--- config.mk ---
export PLATFORM = sky130hd
export DESIGN_NAME = first_fit_heap_allocator
export DESIGN_NICKNAME = d
export VERILOG_FILES = /design/src/ffha_pkg.sv /design/src/ffha_ram.sv /design/src/ffha_ctrl.sv /design/src/ffha_datapath.sv /design/src/first_fit_heap_allocator.sv
export SDC_FILE = /design/constraint.sdc
export NUM_CORES = 2
export LEC_CHECK = 0
export ABC_CLOCK_PERIOD_IN_PS = 10270
export BUFFER_PORTS_ARGS = -buffer_cell sky130_fd_sc_hd__buf_2
export CAP_MARGIN = 0
export CELL_PAD_IN_SITES_DETAIL_PLACEMENT = 0
export CELL_PAD_IN_SITES_GLOBAL_PLACEMENT = 2
export CORE_ASPECT_RATIO = 2
export CORE_MARGIN = 5
export CORE_UTILIZATION = 47
export CTS_BUF_LIST = sky130_fd_sc_hd__clkbuf_16
export DETAILED_ROUTE_END_ITERATION = 16
export GPL_TIMING_DRIVEN = 0
export PLACE_DENSITY_LB_ADDON = 0.1
export SYNTH_ARGS = -nofsm -noshare
export SYNTH_HDL_FRONTEND = slang
export SYNTH_SLANG_ARGS = --single-unit
--- constraint.sdc ---
create_clock -name i_clk -period 10.27 [get_ports i_clk]
set_input_delay 0 -clock i_clk [delete_from_list [all_inputs] [get_ports i_clk]]
set_output_delay 0 -clock i_clk [all_outputs]
set_load 0.01 [all_outputs]
--- src/ffha_pkg.sv ---
// Shared types and constants of the first-fit heap allocator.
// Used by the controller, the datapath and the top level; depends on nothing.
package ffha_pkg;

    // Field widths fixed by the interface
    localparam int ADDR_W    = 32;
    localparam int OFF_W     = 24;
    localparam int SIZE_W    = 24;
    localparam int END_W     = 26;
    localparam int CFG_IDX_W = 1;

    // Configuration register indexes
    localparam logic [CFG_IDX_W-1:0] CFG_HEAP_BASE  = 1'b0;
    localparam logic [CFG_IDX_W-1:0] CFG_HEAP_LIMIT = 1'b1;

    // Reset value of the heap limit
    localparam logic [OFF_W-1:0] HEAP_LIMIT_RESET = 24'd65536;

    // Request kinds carried in tuser
    localparam logic CMD_ALLOC = 1'b0;
    localparam logic CMD_FREE  = 1'b1;

    typedef enum logic [1:0] {
        ST_OK       = 2'd0,
        ST_IGNORED  = 2'd1,
        ST_NO_MEM   = 2'd2,
        ST_BAD_ADDR = 2'd3
    } t_status;

    // One table entry as held in the RAM
    typedef struct packed {
        logic              is_free;
        logic [SIZE_W-1:0] size;
        logic [OFF_W-1:0]  offset;
    } t_entry;

    localparam int ENTRY_W = $bits(t_entry);

    typedef enum logic [2:0] {
        S_IDLE,
        S_SCAN,
        S_REJECT,
        S_HIT,
        S_MISS
    } t_state;

    // Controller to datapath
    typedef struct packed {
        logic load;
        logic scan;
        logic reject;
        logic apply_hit;
        logic apply_miss;
    } t_dp_cmd;

    // Datapath to controller
    typedef struct packed {
        logic zero_req;
        logic match;
        logic exhausted;
        logic out_free;
    } t_dp_status;

endpackage

--- src/ffha_ram.sv ---
// Generic single-port-write, single-port-read RAM with a registered read.
// Depends on nothing.
module ffha_ram #(
    parameter int WIDTH  = 8,
    parameter int DEPTH  = 16,
    parameter int ADDR_W = 4
) (
    input  logic              i_clk,
    input  logic              i_we,
    input  logic [ADDR_W-1:0] i_waddr,
    input  logic [WIDTH-1:0]  i_wdata,
    input  logic [ADDR_W-1:0] i_raddr,
    output logic [WIDTH-1:0]  o_rdata
);

    logic [WIDTH-1:0] r_mem [DEPTH];
    logic [WIDTH-1:0] r_rdata;

    // Write port and registered read port
    always_ff @(posedge i_clk) begin
        if (i_we) begin
            r_mem[i_waddr] <= i_wdata;
        end
        r_rdata <= r_mem[i_raddr];
    end

    assign o_rdata = r_rdata;

endmodule

--- src/ffha_ctrl.sv ---
// Controller state machine of the first-fit heap allocator.
// Depends on ffha_pkg; drives the datapath through t_dp_cmd.
module ffha_ctrl (
    input  logic                i_clk,
    input  logic                i_rst_n,
    input  logic                i_s_tvalid,
    output logic                o_s_tready,
    input  ffha_pkg::t_dp_status i_status,
    output ffha_pkg::t_dp_cmd   o_cmd
);

    ffha_pkg::t_state r_state;
    ffha_pkg::t_state n_state;

    // State register
    always_ff @(posedge i_clk) begin
        if (!i_rst_n) begin
            r_state <= ffha_pkg::S_IDLE;
        end else begin
            r_state <= n_state;
        end
    end

    // Next state
    always_comb begin
        n_state = r_state;
        case (r_state)
            ffha_pkg::S_IDLE: begin
                if (i_s_tvalid) begin
                    n_state = ffha_pkg::S_SCAN;
                end
            end
            ffha_pkg::S_SCAN: begin
                if (i_status.zero_req) begin
                    n_state = ffha_pkg::S_REJECT;
                end else if (i_status.match) begin
                    n_state = ffha_pkg::S_HIT;
                end else if (i_status.exhausted) begin
                    n_state = ffha_pkg::S_MISS;
                end
            end
            ffha_pkg::S_REJECT,
            ffha_pkg::S_HIT,
            ffha_pkg::S_MISS: begin
                if (i_status.out_free) begin
                    n_state = ffha_pkg::S_IDLE;
                end
            end
            default: n_state = ffha_pkg::S_IDLE;
        endcase
    end

    // Outputs
    always_comb begin
        o_s_tready = 1'b0;
        o_cmd      = '0;
        case (r_state)
            ffha_pkg::S_IDLE: begin
                o_s_tready = 1'b1;
                o_cmd.load = i_s_tvalid;
            end
            ffha_pkg::S_SCAN:   o_cmd.scan       = 1'b1;
            ffha_pkg::S_REJECT: o_cmd.reject     = i_status.out_free;
            ffha_pkg::S_HIT:    o_cmd.apply_hit  = i_status.out_free;
            ffha_pkg::S_MISS:   o_cmd.apply_miss = i_status.out_free;
            default: o_cmd = '0;
        endcase
    end

endmodule

--- src/ffha_datapath.sv ---
// Datapath of the first-fit heap allocator: config, request, table RAM, scan and result.
// Depends on ffha_pkg and ffha_ram; steered by ffha_ctrl through t_dp_cmd.
module ffha_datapath #(
    parameter int MAX_BLOCKS   = 64,
    parameter int HEADER_BYTES = 24
) (
    input  logic                               i_clk,
    input  logic                               i_rst_n,
    input  logic                               i_cfg_we,
    input  logic [ffha_pkg::CFG_IDX_W-1:0]     i_cfg_addr,
    input  logic [ffha_pkg::ADDR_W-1:0]        i_cfg_wdata,
    input  logic                               i_req_cmd,
    input  logic [ffha_pkg::SIZE_W-1:0]        i_req_size,
    input  logic [ffha_pkg::ADDR_W-1:0]        i_req_addr,
    input  ffha_pkg::t_dp_cmd                  i_cmd,
    output ffha_pkg::t_dp_status               o_status,
    input  logic                               i_out_ready,
    output logic                               o_out_valid,
    output logic [ffha_pkg::ADDR_W-1:0]        o_user_addr,
    output ffha_pkg::t_status                  o_res_status,
    output logic                               o_reused
);

    localparam int IDX_W = (MAX_BLOCKS > 1) ? $clog2(MAX_BLOCKS) : 1;
    localparam int CNT_W = $clog2(MAX_BLOCKS + 1);

    // Control state
    logic [ffha_pkg::ADDR_W-1:0] r_heap_base, n_heap_base;
    logic [ffha_pkg::OFF_W-1:0]  r_heap_limit, n_heap_limit;
    logic [CNT_W-1:0]            r_count, n_count;
    logic [ffha_pkg::OFF_W-1:0]  r_break, n_break;
    logic [CNT_W-1:0]            r_rd_idx, n_rd_idx;
    logic                        r_cmp_valid, n_cmp_valid;
    logic                        r_out_valid, n_out_valid;

    // Payload
    logic                        r_cmd;
    logic [ffha_pkg::SIZE_W-1:0] r_req_size;
    logic [ffha_pkg::ADDR_W-1:0] r_req_addr;
    logic [CNT_W-1:0]            r_cmp_idx;
    logic [CNT_W-1:0]            r_hit_idx;
    ffha_pkg::t_entry            r_hit;
    logic [ffha_pkg::ADDR_W-1:0] r_out_addr, n_out_addr;
    ffha_pkg::t_status           r_out_status, n_out_status;
    logic                        r_out_reused, n_out_reused;

    // RAM ports
    logic                          ram_we;
    logic [IDX_W-1:0]              ram_waddr;
    ffha_pkg::t_entry              ram_wentry;
    logic [IDX_W-1:0]              ram_raddr;
    logic [ffha_pkg::ENTRY_W-1:0]  ram_rdata;
    ffha_pkg::t_entry              rd_entry;

    // Scan compare and append arithmetic
    logic [ffha_pkg::ADDR_W-1:0] cmp_user_addr;
    logic                        match;
    logic                        do_issue;
    logic [ffha_pkg::END_W-1:0]  append_end;
    logic                        append_fail;
    logic                        hit_is_last;

    ffha_ram #(
        .WIDTH  (ffha_pkg::ENTRY_W),
        .DEPTH  (MAX_BLOCKS),
        .ADDR_W (IDX_W)
    ) u_table (
        .i_clk   (i_clk),
        .i_we    (ram_we),
        .i_waddr (ram_waddr),
        .i_wdata (ram_wentry),
        .i_raddr (ram_raddr),
        .o_rdata (ram_rdata)
    );

    assign rd_entry      = ffha_pkg::t_entry'(ram_rdata);
    assign cmp_user_addr = r_heap_base + ffha_pkg::ADDR_W'(rd_entry.offset)
                         + ffha_pkg::ADDR_W'(HEADER_BYTES);

    // Compare the entry read in the previous scan cycle
    always_comb begin
        if (r_cmd == ffha_pkg::CMD_ALLOC) begin
            match = r_cmp_valid && rd_entry.is_free && (rd_entry.size >= r_req_size);
        end else begin
            match = r_cmp_valid && (cmp_user_addr == r_req_addr);
        end
    end

    assign do_issue    = i_cmd.scan && (r_rd_idx < r_count);
    assign ram_raddr   = r_rd_idx[IDX_W-1:0];
    assign append_end  = ffha_pkg::END_W'(r_break) + ffha_pkg::END_W'(HEADER_BYTES)
                       + ffha_pkg::END_W'(r_req_size);
    assign append_fail = (append_end > ffha_pkg::END_W'(r_heap_limit))
                       || (r_count >= CNT_W'(MAX_BLOCKS));
    assign hit_is_last = ((r_hit_idx + CNT_W'(1)) == r_count);

    // Status to the controller
    always_comb begin
        o_status.zero_req  = (r_cmd == ffha_pkg::CMD_ALLOC) ? (r_req_size == '0)
                                                             : (r_req_addr == '0);
        o_status.match     = match;
        o_status.exhausted = (r_rd_idx >= r_count) && !r_cmp_valid;
        o_status.out_free  = !r_out_valid || i_out_ready;
    end

    // Next state of the table, the scan and the result
    always_comb begin
        n_heap_base  = r_heap_base;
        n_heap_limit = r_heap_limit;
        n_count      = r_count;
        n_break      = r_break;
        n_rd_idx     = r_rd_idx;
        n_cmp_valid  = 1'b0;
        n_out_valid  = r_out_valid && !i_out_ready;
        n_out_addr   = r_out_addr;
        n_out_status = r_out_status;
        n_out_reused = r_out_reused;
        ram_we       = 1'b0;
        ram_waddr    = r_hit_idx[IDX_W-1:0];
        ram_wentry   = r_hit;

        // Configuration writes
        if (i_cfg_we) begin
            case (i_cfg_addr)
                ffha_pkg::CFG_HEAP_BASE:  n_heap_base  = i_cfg_wdata;
                ffha_pkg::CFG_HEAP_LIMIT: n_heap_limit = i_cfg_wdata[ffha_pkg::OFF_W-1:0];
                default: ;
            endcase
        end

        // Restart the walk on a new request
        if (i_cmd.load) begin
            n_rd_idx = '0;
        end

        // Issue one table read a cycle
        if (do_issue) begin
            n_rd_idx    = r_rd_idx + CNT_W'(1);
            n_cmp_valid = 1'b1;
        end

        // Finish the request into the output register
        if (i_cmd.reject) begin
            n_out_valid  = 1'b1;
            n_out_addr   = '0;
            n_out_status = ffha_pkg::ST_IGNORED;
            n_out_reused = 1'b0;
        end

        if (i_cmd.apply_hit) begin
            n_out_valid  = 1'b1;
            n_out_status = ffha_pkg::ST_OK;
            if (r_cmd == ffha_pkg::CMD_ALLOC) begin
                // Reuse the free block as it stands
                ram_we             = 1'b1;
                ram_wentry.is_free = 1'b0;
                n_out_addr   = r_heap_base + ffha_pkg::ADDR_W'(r_hit.offset)
                             + ffha_pkg::ADDR_W'(HEADER_BYTES);
                n_out_reused = 1'b1;
            end else begin
                n_out_addr   = '0;
                n_out_reused = 1'b0;
                if (hit_is_last) begin
                    // Drop the last entry and lower the break
                    n_count = r_hit_idx;
                    n_break = r_hit.offset;
                end else begin
                    ram_we             = 1'b1;
                    ram_wentry.is_free = 1'b1;
                end
            end
        end

        if (i_cmd.apply_miss) begin
            n_out_valid  = 1'b1;
            n_out_reused = 1'b0;
            n_out_addr   = '0;
            if (r_cmd == ffha_pkg::CMD_FREE) begin
                n_out_status = ffha_pkg::ST_BAD_ADDR;
            end else if (append_fail) begin
                n_out_status = ffha_pkg::ST_NO_MEM;
            end else begin
                // Append a new block at the break
                n_out_status       = ffha_pkg::ST_OK;
                ram_we             = 1'b1;
                ram_waddr          = r_count[IDX_W-1:0];
                ram_wentry.is_free = 1'b0;
                ram_wentry.size    = r_req_size;
                ram_wentry.offset  = r_break;
                n_count            = r_count + CNT_W'(1);
                n_break            = append_end[ffha_pkg::OFF_W-1:0];
                n_out_addr         = r_heap_base + ffha_pkg::ADDR_W'(r_break)
                                   + ffha_pkg::ADDR_W'(HEADER_BYTES);
            end
        end
    end

    // Control registers
    always_ff @(posedge i_clk) begin
        if (!i_rst_n) begin
            r_heap_base  <= '0;
            r_heap_limit <= ffha_pkg::HEAP_LIMIT_RESET;
            r_count      <= '0;
            r_break      <= '0;
            r_rd_idx     <= '0;
            r_cmp_valid  <= 1'b0;
            r_out_valid  <= 1'b0;
        end else begin
            r_heap_base  <= n_heap_base;
            r_heap_limit <= n_heap_limit;
            r_count      <= n_count;
            r_break      <= n_break;
            r_rd_idx     <= n_rd_idx;
            r_cmp_valid  <= n_cmp_valid;
            r_out_valid  <= n_out_valid;
        end
    end

    // Payload registers
    always_ff @(posedge i_clk) begin
        if (i_cmd.load) begin
            r_cmd      <= i_req_cmd;
            r_req_size <= i_req_size;
            r_req_addr <= i_req_addr;
        end
        if (do_issue) begin
            r_cmp_idx <= r_rd_idx;
        end
        // Hold the first matching entry
        if (i_cmd.scan && match) begin
            r_hit_idx <= r_cmp_idx;
            r_hit     <= rd_entry;
        end
        r_out_addr   <= n_out_addr;
        r_out_status <= n_out_status;
        r_out_reused <= n_out_reused;
    end

    assign o_out_valid  = r_out_valid;
    assign o_user_addr  = r_out_addr;
    assign o_res_status = r_out_status;
    assign o_reused     = r_out_reused;

endmodule

--- src/first_fit_heap_allocator.sv ---
// Top level of the first-fit heap allocator: controller plus datapath.
// Depends on ffha_pkg, ffha_ctrl, ffha_datapath (and ffha_ram below it).
//
//   Channel   Direction  Signals                         Content
//   s         in         i_s_tvalid/o_s_tready/tdata/tuser  allocate or free request
//   m         out        o_m_tvalid/i_m_tready/tdata/tuser  address, status, reused
//   cfg       in         i_cfg_we/i_cfg_addr/i_cfg_wdata    heap_base, heap_limit
//
// From acceptance to the result register a request walks the table RAM one entry a cycle
// through its single registered read port, up to the first match or the last entry.
// A zero size or null address is rejected straight from the scan state.
// The result register frees the input side: the next request is accepted while a
// result still waits; the final update stalls only while that register is full.
// Reset clears the entry count and the break; the table needs no clearing pass.
module first_fit_heap_allocator #(
    parameter int MAX_BLOCKS   = 64,
    parameter int HEADER_BYTES = 24
) (
    input  logic                           i_clk,
    input  logic                           i_rst_n,
    input  logic                           i_s_tvalid,
    output logic                           o_s_tready,
    input  logic [55:0]                    i_s_tdata,   // req_size[23:0], block_addr[55:24]
    input  logic                           i_s_tuser,   // cmd[0]
    output logic                           o_m_tvalid,
    input  logic                           i_m_tready,
    output logic [31:0]                    o_m_tdata,   // user_addr[31:0]
    output logic [2:0]                     o_m_tuser,   // status[1:0], reused[2]
    input  logic                           i_cfg_we,
    input  logic [ffha_pkg::CFG_IDX_W-1:0] i_cfg_addr,
    input  logic [31:0]                    i_cfg_wdata
);

    ffha_pkg::t_dp_cmd    dp_cmd;
    ffha_pkg::t_dp_status dp_status;
    ffha_pkg::t_status    res_status;
    logic                 res_reused;

    ffha_ctrl u_ctrl (
        .i_clk      (i_clk),
        .i_rst_n    (i_rst_n),
        .i_s_tvalid (i_s_tvalid),
        .o_s_tready (o_s_tready),
        .i_status   (dp_status),
        .o_cmd      (dp_cmd)
    );

    ffha_datapath #(
        .MAX_BLOCKS   (MAX_BLOCKS),
        .HEADER_BYTES (HEADER_BYTES)
    ) u_datapath (
        .i_clk        (i_clk),
        .i_rst_n      (i_rst_n),
        .i_cfg_we     (i_cfg_we),
        .i_cfg_addr   (i_cfg_addr),
        .i_cfg_wdata  (i_cfg_wdata),
        .i_req_cmd    (i_s_tuser),
        .i_req_size   (i_s_tdata[23:0]),
        .i_req_addr   (i_s_tdata[55:24]),
        .i_cmd        (dp_cmd),
        .o_status     (dp_status),
        .i_out_ready  (i_m_tready),
        .o_out_valid  (o_m_tvalid),
        .o_user_addr  (o_m_tdata),
        .o_res_status (res_status),
        .o_reused     (res_reused)
    );

    assign o_m_tuser = {res_reused, res_status};

`ifndef SYNTHESIS
    // An accepted transaction moves the controller out of idle
    a_accept_busy: assert property (@(posedge i_clk) disable iff (!i_rst_n)
        (i_s_tvalid && o_s_tready) |=> !o_s_tready)
        else $error("input accepted twice in a row");

    // At most one finishing command at a time
    a_one_finish: assert property (@(posedge i_clk) disable iff (!i_rst_n)
        $onehot0({dp_cmd.reject, dp_cmd.apply_hit, dp_cmd.apply_miss}))
        else $error("more than one finishing command");

    // A result is written only when the output register is free
    a_no_overwrite: assert property (@(posedge i_clk) disable iff (!i_rst_n)
        (dp_cmd.reject || dp_cmd.apply_hit || dp_cmd.apply_miss)
            |-> (!o_m_tvalid || i_m_tready))
        else $error("result written over a pending transaction");

    // A finished request always presents a result next cycle
    a_result_follows: assert property (@(posedge i_clk) disable iff (!i_rst_n)
        (dp_cmd.reject || dp_cmd.apply_hit || dp_cmd.apply_miss) |=> o_m_tvalid)
        else $error("finished request gave no result");
`endif

endmodule
==> impl_metrics.prom <==
# TYPE chip_impl_metric gauge
chip_impl_info{name="outcome",value="complete, no violations"} 1
chip_impl_metric{name="die-area",unit="sq mm"} 0.3064
chip_impl_metric{name="synth_largest_type_area_fraction",unit="%"} 71.32
chip_impl_metric{name="grt_overflow",unit=""} 0
chip_impl_metric{name="post_synth_net_total",unit=""} 6989
chip_impl_metric{name="dpl-instance-area",unit="sq mm"} 0.1491
chip_impl_metric{name="clk_transition_reported_paths",unit="ps"} 70
chip_impl_metric{name="h-tree-depth",unit=""} 5
chip_impl_info{name="timing.rr.start",value="u_datapath.r_break[3]$_SDFF_PN0_"} 1
chip_impl_metric{name="start_util",unit="%"} 47.08
chip_impl_metric{name="cpPeakStageDelay",unit="ps"} 820
chip_impl_metric{name="irDropWorstVdd",unit="mV"} 0.1359
chip_impl_info{name="tritoncts",value="yes"} 1
chip_impl_metric{name="final-hold-violation-count",unit=""} 0
chip_impl_metric{name="hpwlAfterDp",unit="microns"} 326000
chip_impl_info{name="synth_top_cell_by_area",value="sky130_fd_sc_hd__edfxtp_1"} 1
chip_impl_metric{name="detail_route.first_pass.iterations",unit=""} 5
chip_impl_metric{name="fin_crit",unit="ps"} 10080
chip_impl_info{name="ys_dominant_reg_cell",value="sky130_fd_sc_hd__edfxtp_1"} 1
chip_impl_info{name="critical_path.reg2reg.endpoint",value="u_datapath.u_table.r_mem[47][40]$_DFFE_PP_"} 1
chip_impl_metric{name="r2r_slack",unit="ps"} 190
chip_impl_metric{name="numCtsBuffers",unit=""} 307
chip_impl_info{name="ctsRootBufferMaster",value="sky130_fd_sc_hd__clkbuf_16"} 1
chip_impl_metric{name="first_global_vias",unit=""} 74933
chip_impl_metric{name="cap_violations",unit=""} 0
chip_impl_metric{name="power.density_cell_area",unit="mW/mm^2"} 177.2
chip_impl_metric{name="maximum_number_of_pins_on_one_net_before_global_route_repair",unit=""} 65
chip_impl_info{name="critical_path.startpoint",value="u_datapath.r_break[3]$_SDFF_PN0_"} 1
chip_impl_metric{name="netlist_area",unit="sq mm"} 0.1385
chip_impl_info{name="final_cell_mix",value="sky130_fd_sc_hd__edfxtp_1 (3,290), sky130_fd_sc_hd__mux4_2 (1,010), sky130_fd_sc_hd__clkbuf_16 (315)"} 1
chip_impl_info{name="mostFrequentLayoutCell",value="sky130_fd_sc_hd__edfxtp_1"} 1
chip_impl_metric{name="synth-async-reset-ratio",unit="%"} 0
chip_impl_info{name="element_type_at_the_critical_path_end",value="register"} 1
chip_impl_metric{name="netlist-cell-type-count",unit=""} 97
chip_impl_info{name="timing_worst_setup_path_type",value="register to register"} 1
chip_impl_metric{name="wl_per_cell",unit="microns"} 39.71
chip_impl_info{name="worst_path_max_delay_cell",value="sky130_fd_sc_hd__o221ai_1"} 1
chip_impl_metric{name="route.detailed.vias_per_inst",unit=""} 6.232
chip_impl_metric{name="clk_latency",unit="ps"} 900
chip_impl_metric{name="setup_violations",unit=""} 0
chip_impl_metric{name="timing_worst_slew_pin_value",unit="ps"} 1478
chip_impl_metric{name="p_leak",unit="nW"} 50.52
chip_impl_metric{name="critical_path.max_fanout",unit=""} 19
chip_impl_info{name="rsz0062_at_grt",value="no"} 1
chip_impl_info{name="ys_top_cells_by_area",value="sky130_fd_sc_hd__edfxtp_1 (71%), sky130_fd_sc_hd__mux4_2 (16%), sky130_fd_sc_hd__dfxtp_1 (2.2%), sky130_fd_sc_hd__ha_1 (2.1%), sky130_fd_sc_hd__nand2_1 (0.87%)"} 1
chip_impl_metric{name="final-instance-count-excl-fill",unit=""} 11577
chip_impl_info{name="cp-endpoint",value="u_datapath.u_table.r_mem[47][40]$_DFFE_PP_"} 1
chip_impl_info{name="critical_path.top_delay_family",value="simple AND/OR/NAND/NOR gates"} 1
chip_impl_metric{name="wirelength",unit="microns"} 459700
chip_impl_metric{name="crit_required",unit="ps"} 10820
chip_impl_info{name="cp_launch_type",value="register"} 1
chip_impl_metric{name="drt_drc_violations_left",unit=""} 0
chip_impl_metric{name="clock-skew-final",unit="ps"} 53.97
chip_impl_metric{name="final_cell_area",unit="sq mm"} 0.1606
chip_impl_metric{name="cts.sinks",unit=""} 3439
chip_impl_metric{name="crit_arrival",unit="ps"} 10630
chip_impl_metric{name="ant_nets",unit=""} 0
chip_impl_metric{name="clk_path_buf_depth",unit=""} 4
chip_impl_metric{name="final.setup.tns",unit="ps"} 0
chip_impl_metric{name="dieWidth",unit="microns"} 393.9
chip_impl_metric{name="ys_ff_latch",unit=""} 3439
chip_impl_metric{name="cp_num_buf_inv",unit=""} 5
chip_impl_info{name="path_common_cell",value="sky130_fd_sc_hd__ha_1"} 1
chip_impl_metric{name="critical_path_depth",unit=""} 30
chip_impl_metric{name="layout_worst_path_cycle_share",unit="%"} 98.11
chip_impl_metric{name="dp.cells",unit=""} 10833
chip_impl_metric{name="drv_slew",unit=""} 0
chip_impl_metric{name="route.vias.total",unit=""} 72143
chip_impl_metric{name="numPortBuffers",unit=""} 130
chip_impl_metric{name="antenna_violations_before_repair",unit=""} 29
chip_impl_metric{name="syn-mean-instance-area",unit="sq um"} 20.79
chip_impl_metric{name="grt_usage",unit="%"} 29.87
chip_impl_metric{name="global_placer_s_final_weighted_congestion",unit=""} 1.004
chip_impl_metric{name="synth_edf_count",unit=""} 3290
chip_impl_metric{name="layout-area-overhead-vs-synth",unit="%"} 15.93
chip_impl_metric{name="layout-drive-gt1-share",unit="%"} 26.80
chip_impl_metric{name="fp-row-count",unit=""} 282
chip_impl_metric{name="timing.max_slew.rel_slack",unit="%"} 1.475
chip_impl_metric{name="warnings_synthesis",unit=""} 0
chip_impl_metric{name="synth-seq-area-share",unit="%"} 73.47
chip_impl_metric{name="core-area",unit="sq mm"} 0.2943
chip_impl_metric{name="ios",unit=""} 132
chip_impl_info{name="classification_of_the_worst_slack_hold_path",value="input port to register"} 1
chip_impl_metric{name="drt_iter0_drc",unit=""} 7698
chip_impl_metric{name="count_of_nets_after_finishing",unit=""} 7823
chip_impl_metric{name="grt_pass1_wl",unit="microns"} 624100
chip_impl_metric{name="die_height",unit="microns"} 777.8
chip_impl_metric{name="max_freq",unit="GHz"} 0.09925
chip_impl_metric{name="synthesis.instances",unit=""} 6662
chip_impl_metric{name="finish.utilization",unit="%"} 54.58
chip_impl_metric{name="timing.reg2reg.worst_path_depth",unit=""} 30
-- metal layers --
metal	global-route usage (%)	part of all wire (%)
met1	31.80	32
met2	56.14	55
met4	17.45	7.1
met3	4.344	5.7
met5	0	0.0028
-- metrics by stage --
stage | worst slack (ps) | power, mW | hold WS (ps)
floorplan | 2175 | 16.66 | 98.87
global placement | -5251 | 17.33 | 179.8
detailed placement | -123.2 | 17.37 | 178.2
CTS | 12.38 | 28.62 | 7.671
global route | 157.1 | 29.25 | 57.07
finish | 194.3 | 28.45 | 57.35
-- area by class of cell --
cell class,instances,area [sq um]
fillers,22476,133700
plain buffers,318,1389
clock inverters,218,1638
well taps,3834,4797
repair buffers,525,6787
flip-flops and latches,3439,101800
clock buffers,315,7883
inverters,122,457.9
multi-input cells,2783,35820
diodes,23,57.56
-- registers in the layout (all words and copies together), names as in the netlist, 2 cells and up --
signal                      count
u_datapath.o_user_addr         32
u_datapath.r_cmp_idx            7
u_datapath.r_count              7
u_ctrl.r_state                  3
u_datapath.r_req_size          24
u_datapath.r_req_addr          32
u_datapath.r_break             24
u_datapath.r_rd_idx             7
u_datapath.r_heap_limit        24
u_datapath.o_res_status         2
u_datapath.r_hit_idx            7
u_datapath.u_table.r_mem     3136
u_datapath.r_heap_base         32
u_datapath.u_table.o_rdata     49
u_datapath.r_hit               49
-- cell usage after synthesis, types with 10 or more instances --
cell / instances
sky130_fd_sc_hd__a211oi_1: 23
sky130_fd_sc_hd__a211oi_2: 10
sky130_fd_sc_hd__a21o_1: 47
sky130_fd_sc_hd__a21oi_1: 191
sky130_fd_sc_hd__a31oi_1: 18
sky130_fd_sc_hd__and2_1: 16
sky130_fd_sc_hd__and3_1: 19
sky130_fd_sc_hd__buf_1: 40
sky130_fd_sc_hd__buf_2: 76
sky130_fd_sc_hd__clkbuf_1: 188
sky130_fd_sc_hd__dfxtp_1: 149
sky130_fd_sc_hd__edfxtp_1: 3290
sky130_fd_sc_hd__ha_1: 228
sky130_fd_sc_hd__inv_1: 121
sky130_fd_sc_hd__mux2_2: 20
sky130_fd_sc_hd__mux2i_1: 49
sky130_fd_sc_hd__mux4_2: 1010
sky130_fd_sc_hd__nand2_1: 322
sky130_fd_sc_hd__nand2b_1: 24
sky130_fd_sc_hd__nand3_1: 41
sky130_fd_sc_hd__nand4_1: 34
sky130_fd_sc_hd__nor2_1: 169
sky130_fd_sc_hd__nor2b_1: 14
sky130_fd_sc_hd__nor3_1: 38
sky130_fd_sc_hd__nor4_1: 21
sky130_fd_sc_hd__o211ai_1: 11
sky130_fd_sc_hd__o21a_1: 21
sky130_fd_sc_hd__o21ai_0: 113
sky130_fd_sc_hd__o21bai_1: 17
sky130_fd_sc_hd__o22ai_1: 26
sky130_fd_sc_hd__or3_1: 10
sky130_fd_sc_hd__xnor2_1: 69
sky130_fd_sc_hd__xor2_1: 65
-- where the power goes --
part	leakage, nW	total [mW]	switching (mW)	internal (mW)
logic	14.8	1.58	1.01	0.569
registers	30.8	15.6	0.121	15.4
clock network	4.89	11.3	5.17	6.15
total	50.5	28.5	6.30	22.2
-- worst min path at each step --
stage	start	endpoint	slack (ps)	cells after the start
2_1_floorplan	i_s_tuser	u_datapath.r_cmd$_DFFE_PP_	100	0
3_5_place_dp	i_s_tdata[0]	u_datapath.r_req_size[0]$_DFFE_PP_	180	1
6_report	i_cfg_wdata[3]	u_datapath.r_heap_limit[3]$_SDFFE_PN0P_	60	4
5_1_grt	i_cfg_wdata[3]	u_datapath.r_heap_limit[3]$_SDFFE_PN0P_	60	4
4_1_cts	i_cfg_wdata[3]	u_datapath.r_heap_limit[3]$_SDFFE_PN0P_	8	4
3_3_place_gp	i_s_tdata[20]	u_datapath.r_req_size[20]$_DFFE_PP_	180	1
-- kinds of logic (layout without fill, tap and decap cells) --
family	count (synthesis)	in the layout	synth area share, %
buffers and inverters	440	1498	1.319
and+or+nand+nor	752	752	2.532
AOI/OAI and AO/OA	585	585	2.770
other	0	23	0
DFF	3439	3439	73.47
adders and majority gates	232	232	2.117
muxes	1080	1080	16.95
xor gates and xnor gates	134	134	0.8472
-- worst register-to-register path: cells and delay by family (launching register included) --
family	cells	cell delay, ps
compound gates	5	2020
simple gates	15	4440
buf+inv	5	1500
fa+ha+maj	3	810
flops	1	400
xor+xnor	2	530
-- what timing repair did --
item / 4_1_cts / 5_1_grt
gates cloned: 0 / 0
buffers inserted: 1 / 0
setup endpoints to repair: 96 / 59
resized for setup: 1 / 1
pin swaps: 1 / 0
endpoints found under the hold margin: 191 / 0
hold buffers: 186 / 0
Power figures use the tool's default switching activity.
